<file path="src/design/ghse_pkg.sv">
package ghse_pkg;

    localparam int MAX_SECRET_BYTES_DEF = 256;

    localparam int CFG_INDEX_W = 2;
    localparam int CFG_DATA_W  = 9;

    localparam logic [CFG_INDEX_W-1:0] REG_EVAL_POINT    = 2'd0;
    localparam logic [CFG_INDEX_W-1:0] REG_COEFF_COUNT   = 2'd1;
    localparam logic [CFG_INDEX_W-1:0] REG_SECRET_LENGTH = 2'd2;

    // x^8 + x^4 + x^3 + x + 1
    localparam logic [8:0] GF_REDUCE = 9'h11B;

    // One coefficient on its way from the counter stage to the accumulator update.
    typedef struct packed {
        logic       first;
        logic       emit;
        logic       last;
        logic [7:0] coeff;
    } item_t;

    function automatic logic [7:0] gf_mul(input logic [7:0] a, input logic [7:0] b);
        logic [7:0] r;
        logic [7:0] p;
        r = 8'h00;
        p = a;
        for (int i = 0; i < 8; i++)
        begin
            if (b[i])
            begin
                r = r ^ p;
            end
            p = p[7] ? ((p << 1) ^ GF_REDUCE[7:0]) : (p << 1);
        end
        return r;
    endfunction

endpackage

</file>
<file path="src/design/ghse_acc_mem.sv">
module ghse_acc_mem #(
    parameter int DEPTH = 256,
    parameter int AW    = 8
) (
    input  logic          clk,
    input  logic          wr_en,
    input  logic [AW-1:0] wr_addr,
    input  logic [7:0]    wr_data,
    input  logic          rd_en,
    input  logic [AW-1:0] rd_addr,
    output logic [7:0]    rd_data
);

    logic [7:0] mem [DEPTH];
    logic [7:0] rd_data_reg;

    always_ff @(posedge clk)
    begin
        if (wr_en)
        begin
            mem[wr_addr] <= wr_data;
        end
    end

    // A read that meets a write to the same entry in the same cycle returns the new value.
    always_ff @(posedge clk)
    begin
        if (rd_en)
        begin
            if (wr_en && (wr_addr == rd_addr))
            begin
                rd_data_reg <= wr_data;
            end
            else
            begin
                rd_data_reg <= mem[rd_addr];
            end
        end
    end

    assign rd_data = rd_data_reg;

endmodule

</file>
<file path="src/design/ghse_ctrl.sv">
module ghse_ctrl #(
    parameter int MAX_SECRET_BYTES = ghse_pkg::MAX_SECRET_BYTES_DEF,
    localparam int PosW = (MAX_SECRET_BYTES > 1) ? $clog2(MAX_SECRET_BYTES) : 1
) (
    input  logic                               clk,
    input  logic                               rst_n,
    input  logic                               cfg_we,
    input  logic [ghse_pkg::CFG_INDEX_W-1:0]   cfg_index,
    input  logic [ghse_pkg::CFG_DATA_W-1:0]    cfg_data,
    input  logic                               take,
    input  logic [7:0]                         coefficient,
    output logic                               issue,
    output ghse_pkg::item_t                    item,
    output logic [PosW-1:0]                    pos,
    output logic [7:0]                         eval_point
);

    import ghse_pkg::*;

    logic [7:0]      eval_point_reg;
    logic [7:0]      coeff_count_reg;
    logic [8:0]      secret_length_reg;
    logic [PosW-1:0] pos_reg;
    logic [PosW-1:0] pos_next;
    logic [7:0]      deg_reg;
    logic [7:0]      deg_next;

    logic [8:0]      len_eff;
    logic            drop;
    logic            wrap;
    logic [PosW-1:0] pos_cur;
    logic [7:0]      deg_cur;
    logic [PosW:0]   pos_inc;
    logic [8:0]      deg_inc;
    logic            pos_wrap;

    always_comb
    begin
        if (32'(secret_length_reg) > 32'(MAX_SECRET_BYTES))
        begin
            len_eff = 9'(MAX_SECRET_BYTES);
        end
        else
        begin
            len_eff = secret_length_reg;
        end
    end

    assign drop = (coeff_count_reg == 8'd0) || (len_eff == 9'd0);

    // Counters left out of range by a register change restart a new polynomial.
    assign wrap    = (32'(pos_reg) >= 32'(len_eff)) || (deg_reg >= coeff_count_reg);
    assign pos_cur = wrap ? '0 : pos_reg;
    assign deg_cur = wrap ? 8'd0 : deg_reg;

    assign pos_inc  = {1'b0, pos_cur} + (PosW+1)'(1);
    assign deg_inc  = {1'b0, deg_cur} + 9'd1;
    assign pos_wrap = 32'(pos_inc) >= 32'(len_eff);

    always_comb
    begin
        pos_next = pos_reg;
        deg_next = deg_reg;
        if (take && !drop)
        begin
            if (pos_wrap)
            begin
                pos_next = '0;
                deg_next = (deg_inc >= {1'b0, coeff_count_reg}) ? 8'd0 : deg_inc[7:0];
            end
            else
            begin
                pos_next = pos_inc[PosW-1:0];
                deg_next = deg_cur;
            end
        end
    end

    always_ff @(posedge clk or negedge rst_n)
    begin
        if (!rst_n)
        begin
            eval_point_reg    <= 8'd1;
            coeff_count_reg   <= 8'd1;
            secret_length_reg <= 9'd1;
            pos_reg           <= '0;
            deg_reg           <= 8'd0;
        end
        else
        begin
            pos_reg <= pos_next;
            deg_reg <= deg_next;
            if (cfg_we)
            begin
                unique case (cfg_index)
                    REG_EVAL_POINT:    eval_point_reg    <= cfg_data[7:0];
                    REG_COEFF_COUNT:   coeff_count_reg   <= cfg_data[7:0];
                    REG_SECRET_LENGTH: secret_length_reg <= cfg_data;
                    default:           ;
                endcase
            end
        end
    end

    assign issue      = take && !drop;
    assign item.first = (deg_cur == 8'd0);
    assign item.emit  = (deg_cur == (coeff_count_reg - 8'd1));
    assign item.last  = (32'(pos_cur) == (32'(len_eff) - 32'd1));
    assign item.coeff = coefficient;
    assign pos        = pos_cur;
    assign eval_point = eval_point_reg;

    a_counters_in_range: assert property (@(posedge clk) disable iff (!rst_n)
        issue && !cfg_we |=> (32'(pos_reg) < 32'(len_eff)) && (deg_reg < coeff_count_reg))
        else $error("position or degree counter out of range after an accepted beat");

    a_polynomial_wraps: assert property (@(posedge clk) disable iff (!rst_n)
        issue && item.emit && item.last && !cfg_we |=> (pos_reg == '0) && (deg_reg == 8'd0))
        else $error("counters did not restart after the final beat of a polynomial");

endmodule

</file>
<file path="src/design/gf256_horner_share_evaluator_core.sv">
// Each coefficient beat first reads its accumulator entry; the update stage then
// writes back acc*eval_point xor coefficient (the coefficient alone on a first beat).
// Throughput is one beat per cycle while the share output is not back-pressured; a
// one-entry write bypass in the accumulator memory covers back-to-back beats on the
// same position. Reset (rst_n, asynchronous, active low) sets eval_point, coeff_count and
// secret_length to 1 and clears the counters; accumulator contents are not reset.
module gf256_horner_share_evaluator_core #(
    parameter int MAX_SECRET_BYTES = ghse_pkg::MAX_SECRET_BYTES_DEF
) (
    input  logic                               clk,
    input  logic                               rst_n,
    input  logic                               cfg_valid,
    output logic                               cfg_ready,
    input  logic [ghse_pkg::CFG_INDEX_W-1:0]   cfg_index,
    input  logic [ghse_pkg::CFG_DATA_W-1:0]    cfg_data,
    input  logic                               s_tvalid,
    output logic                               s_tready,
    input  logic [7:0]                         s_tdata,   // [7:0] coefficient
    output logic                               m_tvalid,
    input  logic                               m_tready,
    output logic [15:0]                        m_tdata,   // [7:0] share_byte, [15:8] byte_position
    output logic                               m_tlast    // final_byte
);

    import ghse_pkg::*;

    localparam int PosW = (MAX_SECRET_BYTES > 1) ? $clog2(MAX_SECRET_BYTES) : 1;

    logic            take;
    logic            issue;
    item_t           item;
    logic [PosW-1:0] pos;
    logic [7:0]      eval_point;
    logic [7:0]      rd_data;

    logic            s1_valid_reg;
    logic            s1_valid_next;
    item_t           s1_item_reg;
    logic [PosW-1:0] s1_pos_reg;
    logic            s1_adv;
    logic            s1_fire;
    logic [7:0]      acc_new;

    logic            out_valid_reg;
    logic            out_valid_next;
    logic [7:0]      out_share_reg;
    logic [7:0]      out_pos_reg;
    logic            out_last_reg;

    assign cfg_ready = 1'b1;

    assign s1_adv   = !s1_item_reg.emit || !out_valid_reg || m_tready;
    assign s_tready = !s1_valid_reg || s1_adv;
    assign take     = s_tvalid && s_tready;
    assign s1_fire  = s1_valid_reg && s1_adv;

    ghse_ctrl #(
        .MAX_SECRET_BYTES (MAX_SECRET_BYTES)
    ) u_ctrl (
        .clk         (clk),
        .rst_n       (rst_n),
        .cfg_we      (cfg_valid && cfg_ready),
        .cfg_index   (cfg_index),
        .cfg_data    (cfg_data),
        .take        (take),
        .coefficient (s_tdata),
        .issue       (issue),
        .item        (item),
        .pos         (pos),
        .eval_point  (eval_point)
    );

    ghse_acc_mem #(
        .DEPTH (MAX_SECRET_BYTES),
        .AW    (PosW)
    ) u_acc_mem (
        .clk     (clk),
        .wr_en   (s1_fire),
        .wr_addr (s1_pos_reg),
        .wr_data (acc_new),
        .rd_en   (issue),
        .rd_addr (pos),
        .rd_data (rd_data)
    );

    assign acc_new = s1_item_reg.first ? s1_item_reg.coeff
                                       : (gf_mul(rd_data, eval_point) ^ s1_item_reg.coeff);

    always_comb
    begin
        s1_valid_next = s1_valid_reg;
        if (issue)
        begin
            s1_valid_next = 1'b1;
        end
        else if (s1_adv)
        begin
            s1_valid_next = 1'b0;
        end
    end

    always_comb
    begin
        out_valid_next = out_valid_reg;
        if (s1_fire && s1_item_reg.emit)
        begin
            out_valid_next = 1'b1;
        end
        else if (m_tready)
        begin
            out_valid_next = 1'b0;
        end
    end

    always_ff @(posedge clk or negedge rst_n)
    begin
        if (!rst_n)
        begin
            s1_valid_reg  <= 1'b0;
            out_valid_reg <= 1'b0;
        end
        else
        begin
            s1_valid_reg  <= s1_valid_next;
            out_valid_reg <= out_valid_next;
        end
    end

    always_ff @(posedge clk)
    begin
        if (issue)
        begin
            s1_item_reg <= item;
            s1_pos_reg  <= pos;
        end
        if (s1_fire && s1_item_reg.emit)
        begin
            out_share_reg <= acc_new;
            out_pos_reg   <= 8'(s1_pos_reg);
            out_last_reg  <= s1_item_reg.last;
        end
    end

    assign m_tvalid = out_valid_reg;
    assign m_tdata  = {out_pos_reg, out_share_reg};
    assign m_tlast  = out_last_reg;

    a_stall_holds_read: assert property (@(posedge clk) disable iff (!rst_n)
        s1_valid_reg && !s1_adv |=> $stable(rd_data) && $stable(s1_pos_reg))
        else $error("accumulator read data changed while the update stage was stalled");

    a_no_issue_on_stall: assert property (@(posedge clk) disable iff (!rst_n)
        s1_valid_reg && !s1_adv |-> !issue)
        else $error("new beat issued while the update stage was stalled");

    a_result_not_lost: assert property (@(posedge clk) disable iff (!rst_n)
        out_valid_reg && !m_tready |-> !(s1_fire && s1_item_reg.emit))
        else $error("pending result overwritten before it was taken");

endmodule

</file>
<file path="config.mk">
export PLATFORM = sky130hd
export DESIGN_NAME = gf256_horner_share_evaluator_core
export DESIGN_NICKNAME = d
export VERILOG_FILES = /design/src/design/ghse_pkg.sv /design/src/design/ghse_acc_mem.sv /design/src/design/ghse_ctrl.sv /design/src/design/gf256_horner_share_evaluator_core.sv
export SDC_FILE = /design/constraint.sdc
export NUM_CORES = 2
export LEC_CHECK = 0
export BUFFER_PORTS_ARGS = -buffer_cell sky130_fd_sc_hd__buf_2
export CORE_MARGIN = 1.5
export CORE_UTILIZATION = 30
export CTS_CLUSTER_SIZE = 20
export DETAILED_ROUTE_END_ITERATION = 12
export GPL_ROUTABILITY_DRIVEN = 0
export GPL_TIMING_DRIVEN = 0
export PLACE_DENSITY = 0.52
export SYNTH_ARGS = -nofsm -noshare
export SYNTH_HDL_FRONTEND = slang
export SYNTH_HIERARCHICAL = 1
export SYNTH_SLANG_ARGS = --single-unit
</file>
<file path="constraint.sdc">
create_clock -name clk -period 11.05 [get_ports clk]
set_clock_uncertainty 0.2 [all_clocks]
set_input_delay 2.21 -clock clk [delete_from_list [all_inputs] [get_ports clk]]
set_output_delay 2.21 -clock clk [all_outputs]
set_load 0.1 [all_outputs]
</file>
After elaboration in Yosys (flattened, before gate mapping)
Memories as Yosys holds them, arrays and structs flattened. A register that Yosys moved wholly into a read port is not among the register bits.
Index checks and enable logic that the tools add are counted.
- bits in registers: 79
- memory bits (writable): 2048
- logic and storage cells: 94
- memories: 1
- input bits: 24
- memories (name ; words ; bits a word ; rd ports ; clocked after memory_dff ; wr ports ; line ; text):
    u_acc_mem.mem ; 256 ; 8 ; 1 ; 1 ; 1 ; ghse_acc_mem.sv:14 ; logic [7:0] mem [DEPTH];
- mux-type cells: 28
- reduce and logical (&&, ||, !) cells: 22
- $lt $le $gt $ge: 5
- equality and inequality tests: 4
- $add $sub $neg: 4
- bitwise gates (word level): 15
- operators with widths (operator ; number):
    $mux 8 ; 14
    $xor 8x8->8 ; 8
    $mux 5 ; 7
    $eq 8x32->1 ; 1
    $not 4->4 ; 7
    $add 8x1->9 const B ; 2
    $logic_not 8->1 ; 2
    $sub 9x1->10 const B ; 1
    $ge 8x9->1 ; 1
    $ge 9x8->1 ; 1
    $ge 9x9->1 ; 1
    $gt 9x9->1 const B ; 1
    $logic_not 9->1 ; 1
    $mux 9 ; 1
    $eq 8x8->1 ; 1
    $ge 8x8->1 ; 1
    $sub 8x1->8 const B ; 1
    $mux 1 ; 6
    $reduce_and 2->1 ; 3
    $logic_or 1x1->1 ; 5
    $logic_and 1x1->1 ; 4
    $logic_not 1->1 ; 4
    $reduce_bool 2->1 ; 2
    $eq 2x1->1 const B ; 1
    other kinds (2) ; 2

Longest topological paths before layout
- depth in word-level cells: 18
- mapped depth: 24
- depth with buffers taken out: 22

By module
Netlist, hierarchy kept.
- modules (own cells, without submodules) (module ; seq. area each (sq um) ; instances ; cells an instance ; area an instance (sq um)):
    ghse_acc_mem ; 61739.2 ; 1 ; 4007 ; 79832.8
    ghse_ctrl ; 1029.7 ; 1 ; 393 ; 3617.2
    gf256_horner_share_evaluator_core ; 1131.1 ; 1 ; 230 ; 2548.7

Least setup slack after synthesis
OpenSTA, ideal clock, no wires.
- path kind: flip-flop to flip-flop
- start point: register u_acc_mem.rd_data_reg[3] (netlist: u_acc_mem/rd_data[3]) (read register of u_acc_mem.mem)
- end point: register out_share_reg[1], data pin
- arrival time: 8.624 ns
- cell stages (with the launch flop): 9
- slack: 0.688 ns
- period minus slack after synthesis: 10.362 ns
- path buffers: 1
- required time: 9.312 ns
- setup time: 1.538 ns
- cells stage by stage: edfxtp_1 -> buf_6 -> xor3_1 -> nand2_1 -> xnor3_1 -> xor3_1 -> xor2_1 -> nor2_1 -> xor2_1
- word-level cells in the longest chain between the ends: 11
- RTL lines (what ; line ; text):
    start, declared ; ghse_acc_mem.sv:15 ; logic [7:0] rd_data_reg;
    $not 4->4 (no line) ; -- ;
    $mux 5 * (2 in series) ; ghse_pkg.sv:34 ; p = p[7] ? ((p << 1) ^ GF_REDUCE[7:0]) : (p << 1);
    $xor 8x8->8 or $not 4->4 (tied branches) ; -- ;
    $mux 8 or $mux 5 (tied branches) ; ghse_pkg.sv:30, ghse_pkg.sv:34 ;
    $xor 8x8->8 ; ghse_pkg.sv:32 ; r = r ^ p;
    $mux 8 * ; ghse_pkg.sv:30 ; if (b[i])
    $xor 8x8->8 ; ghse_pkg.sv:32 ;
    $mux 8 * ; ghse_pkg.sv:30 ;
    $xor 8x8->8 * ; gf256_horner_share_evaluator_core.sv:87 ; : (gf_mul(rd_data, eval_point) ^ s1_item_reg.coeff);
    $mux 8 * ; gf256_horner_share_evaluator_core.sv:86 ; assign acc_new = s1_item_reg.first ? s1_item_reg.coeff
    via acc_new[1] ; gf256_horner_share_evaluator_core.sv:42 ; logic [7:0] acc_new;
    end signal, assigned ; gf256_horner_share_evaluator_core.sv:138 ; out_share_reg <= acc_new;
    end, declared ; gf256_horner_share_evaluator_core.sv:46 ; logic [7:0] out_share_reg;
Mark *: on every way through the listed nets, which the timed path passes. The rest lies on a longest branch.
A chain may end at the register's enable or synchronous reset.

Worst setup path in the final report
- start point: register u_ctrl.secret_length_reg[8]
- end point: register u_acc_mem.rd_data_reg[0] (netlist: u_acc_mem/rd_data[0]) (read register of u_acc_mem.mem), data pin
- RTL lines (what ; line ; text):
    start, declared ; ghse_ctrl.sv:22 ; logic [8:0] secret_length_reg;
    start signal, assigned ; ghse_ctrl.sv:98 ; REG_SECRET_LENGTH: secret_length_reg <= cfg_data;
    $gt 9x9->1 ; ghse_ctrl.sv:39 ; if (32'(secret_length_reg) > 32'(MAX_SECRET_BYTES))
    $mux 9 * ; ghse_ctrl.sv:39 ;
    $ge 8x9->1 * ; ghse_ctrl.sv:52 ; assign wrap = (32'(pos_reg) >= 32'(len_eff)) || (deg_reg >= coeff_count_reg);
    $logic_or 1x1->1 * ; ghse_ctrl.sv:52 ;
    $mux 8 * ; ghse_ctrl.sv:53 ; assign pos_cur = wrap ? '0 : pos_reg;
    via pos[1] ; gf256_horner_share_evaluator_core.sv:32 ; logic [PosW-1:0] pos;
Marked as above.

==> metrics <==
share of cells above drive strength 1=18.6%; Tcrit/Tclk final=84.1%; # clock sinks=2135; grt total ovfl=0; CP max stage cell=a2111oi_0; Die Span Y=538 µm; H-Tree Depth=4; CTS tree=built; CP arrival=between 9 and 10 ns; CP Launch Type=register; global-route wire length before repair=369 mm; largest net degree at the start of global routing=44; Crit path buffers/inverters=8; row count=196; io pins=44; 1st-iter DRT viols=5915; Hold WC Path Type=reg2reg; CP max FO=11; WL per Instance=30.1 µm; DP Wirelength=190 mm; failing checks=max-capacitance violations, max-slew violations; initial core utilization=30.2%; Die ar.=290000 µm²; Seq/Total Area, Yosys=74.3%; Avg Inst Size Synth=roughly 19 µm²; status=finished with violations; maxcap violations=5; antenna viol nets, final=0; Yosys warning count=6; Post-route DRC=0; RSZ-0062 raised after global routing=false; hold_buf cts=0; Post-synth EDFFs=2092; Top cell by count, worst path=buf_2; IO buf count=34; Fmax=~0.11 GHz; synth-to-layout area growth=15.7%; number of global-route vias before repair=46300; CTS max path bufs=3; NumNets Final=5023; Setup TNS Final=0 ns; clock period minus worst slack=9.30 ns; flop-to-flop setup slack=approximately 1.8 ns; Worst-path clk slew=approximately 0.060 ns; CP max stage delay=between 1 and 1.5 ns; Post-Synthesis Cells=4630; number of synthesized register bits=2135; # resized after CTS=0; final wirelength=268 mm; drt pass-1 iters=6; vias per inst=roughly 5.3; clock root buffer=clkbuf_16; Post-synth top flop=edfxtp_1; Final Max Slew Viols=24; final-report setup violation count=0; Num CTS Buffers=218; DR vias=47200; Cell Area, Synth=86000 µm²; GRT Total Usage=18.1%; Synth cell types=between 80 and 90; Post-synth ARST share=2.01%; die width=between 500 and 600 µm; setup bufs post-CTS=0; Largest register FFs=2048; Critical Path RT=11.34 ns; initial antenna violation count=15; final hold vios=0; Post-Syn Nets=4695; delay-heaviest family, CP=buffers and inverters; Slew HR=-6.77%; worst setup path class=reg2reg; CP cell instances=inv_2 > nand2_1 > ha_1 > a21o_1 > a221oi_1 > o311ai_1 > a21oi_1 > buf_2 > buf_8 > and2_1 > buf_2 > buf_2 > buf_2 > buf_2 > buf_1 > mux4_2 > a22oi_1 > a41oi_1 > a2111oi_0 > a21oi_1; core area=roughly 290000 µm²; Setup crit end kind=register; clk_lat worst skew=about 0.87 ns; worst-margin pin slew=around 1.6 ns; Final Util=approximately a third; Fillers=between 20000 and 30000
## per-stage QoR
step	worst slack, ns	std cells	hold slack, ns	cell area, µm²
floorplan	0.688	4630	0.200	86000
global placement	-10.47	8426	0.228	90900
detailed placement	1.99	8499	0.219	92600
CTS	1.98	8906	0.233	99500
global route	1.86	8907	0.235	99500
finish	1.75	8910	0.229	99500
## Yosys cell counts, drive strengths merged, types with 29 or more instances
| cell type | count | share of area (%) |
|---|---|---|
| dfrtp | 40 | 1.2 |
| edfxtp | 2092 | 73 |
| xor2 | 39 | 0.40 |
| o21ai | 84 | 0.50 |
| a211oi | 45 | 0.40 |
| a21oi | 94 | 0.55 |
| o22ai | 71 | 0.52 |
| a221oi | 60 | 0.61 |
| nand2 | 167 | 0.73 |
| a22oi | 100 | 0.87 |
| nand3 | 51 | 0.31 |
| nand4 | 29 | 0.22 |
| clkbuf | 143 | 0.62 |
| o221ai | 41 | 0.42 |
| buf | 144 | 1.1 |
| mux4 | 350 | 9.2 |
| mux2i | 317 | 3.7 |
| nor2 | 331 | 1.4 |
| xnor2 | 55 | 0.56 |
| nor2b | 36 | 0.26 |
| nor3 | 50 | 0.30 |
| ha | 41 | 0.60 |
## area by class of cell
| class | count | area [µm²] | area share (%) |
|---|---|---|---|
| clock buffer | 279 | 5790 | 5.82 |
| tap | 3762 | 4710 | 4.73 |
| timing repair buffer | 108 | 1740 | 1.75 |
| sequential | 2135 | 63900 | 64.2 |
| clock inverter | 128 | 1100 | 1.10 |
| antenna | 3 | 7.51 | 0.00754 |
| buffer | 287 | 1490 | 1.49 |
| inverter | 27 | 104 | 0.104 |
| multi-input combinational | 2181 | 20700 | 20.8 |
## placed cells by master, fill, tap and decap left out, types with 31 or more instances in the layout
cell type and count:
o221ai_1 41, clkbuf_1 190, mux4_2 350, a21oi_1 93, clkinv_1 54, nor2_1 328
nand3_1 50, a22oi_1 100, dfrtp_1 40, mux2i_1 317, a221oi_1 60, o21ai_0 74
buf_2 94, buf_12 48, xor2_1 31, clkbuf_16 222, clkinv_2 42, xnor2_1 55
a211oi_1 44, ha_1 41, buf_4 53, nor2b_1 36, nor3_1 49, nand2_1 167
edfxtp_1 2092, o22ai_1 71
## per-layer routing
| layer | global-route usage (%) | routed length, µm |
|---|---|---|
| met1 | 24.4 | 111000 |
| met2 | 28.5 | 124000 |
| met3 | 4.27 | 23700 |
| met4 | 6.29 | 9860 |
| met5 | 0 | 0 |
## final timing paths
check / startpoint / to / depth (start not counted)
max in group asynchronous: rst_n / u_ctrl/secret_length_reg[6]$_DFFE_PN0P_ / 1
max: u_ctrl/secret_length_reg[8]$_DFFE_PN0P_ / u_acc_mem/rd_data[0]$_DFFE_PP_ / 20
max reg2reg: u_ctrl/secret_length_reg[8]$_DFFE_PN0P_ / u_acc_mem/rd_data[0]$_DFFE_PP_ / 20
min: s1_item_reg[8]$_DFFE_PP_ / m_tlast$_DFFE_PP_ / 0
min in group asynchronous: rst_n / u_ctrl/secret_length_reg[8]$_DFFE_PN0P_ / 1
min reg2reg: s1_item_reg[8]$_DFFE_PP_ / m_tlast$_DFFE_PP_ / 0
## worst register-to-register path: stages (launching register included)
cell	delay, ns
dfrtp_1	0.40
inv_2	0.14
nand2_1	0.14
ha_1	0.31
a21o_1	0.18
a221oi_1	0.33
o311ai_1	0.21
a21oi_1	0.21
buf_2	0.33
buf_8	0.19
and2_1	0.51
buf_2	0.27
buf_2	0.43
buf_2	0.73
buf_2	0.71
buf_1	0.98
mux4_2	0.44
a22oi_1	0.35
a41oi_1	0.23
a2111oi_0	1.29
a21oi_1	0.34
## kinds of logic after synthesis
group                      synth area share, %
DFF                                       74.3
and+or+nand+nor                           4.04
muxes                                     13.2
AOI/OAI and AO/OA                         4.66
buffers and inverters                     1.84
xor gates and xnor gates                  1.36
adders and majority gates                0.597
other                                  0.00436
Power is left out: the tool's default activity adds up to more than one toggle a clock period on the data nets, which glitch-free logic cannot reach.
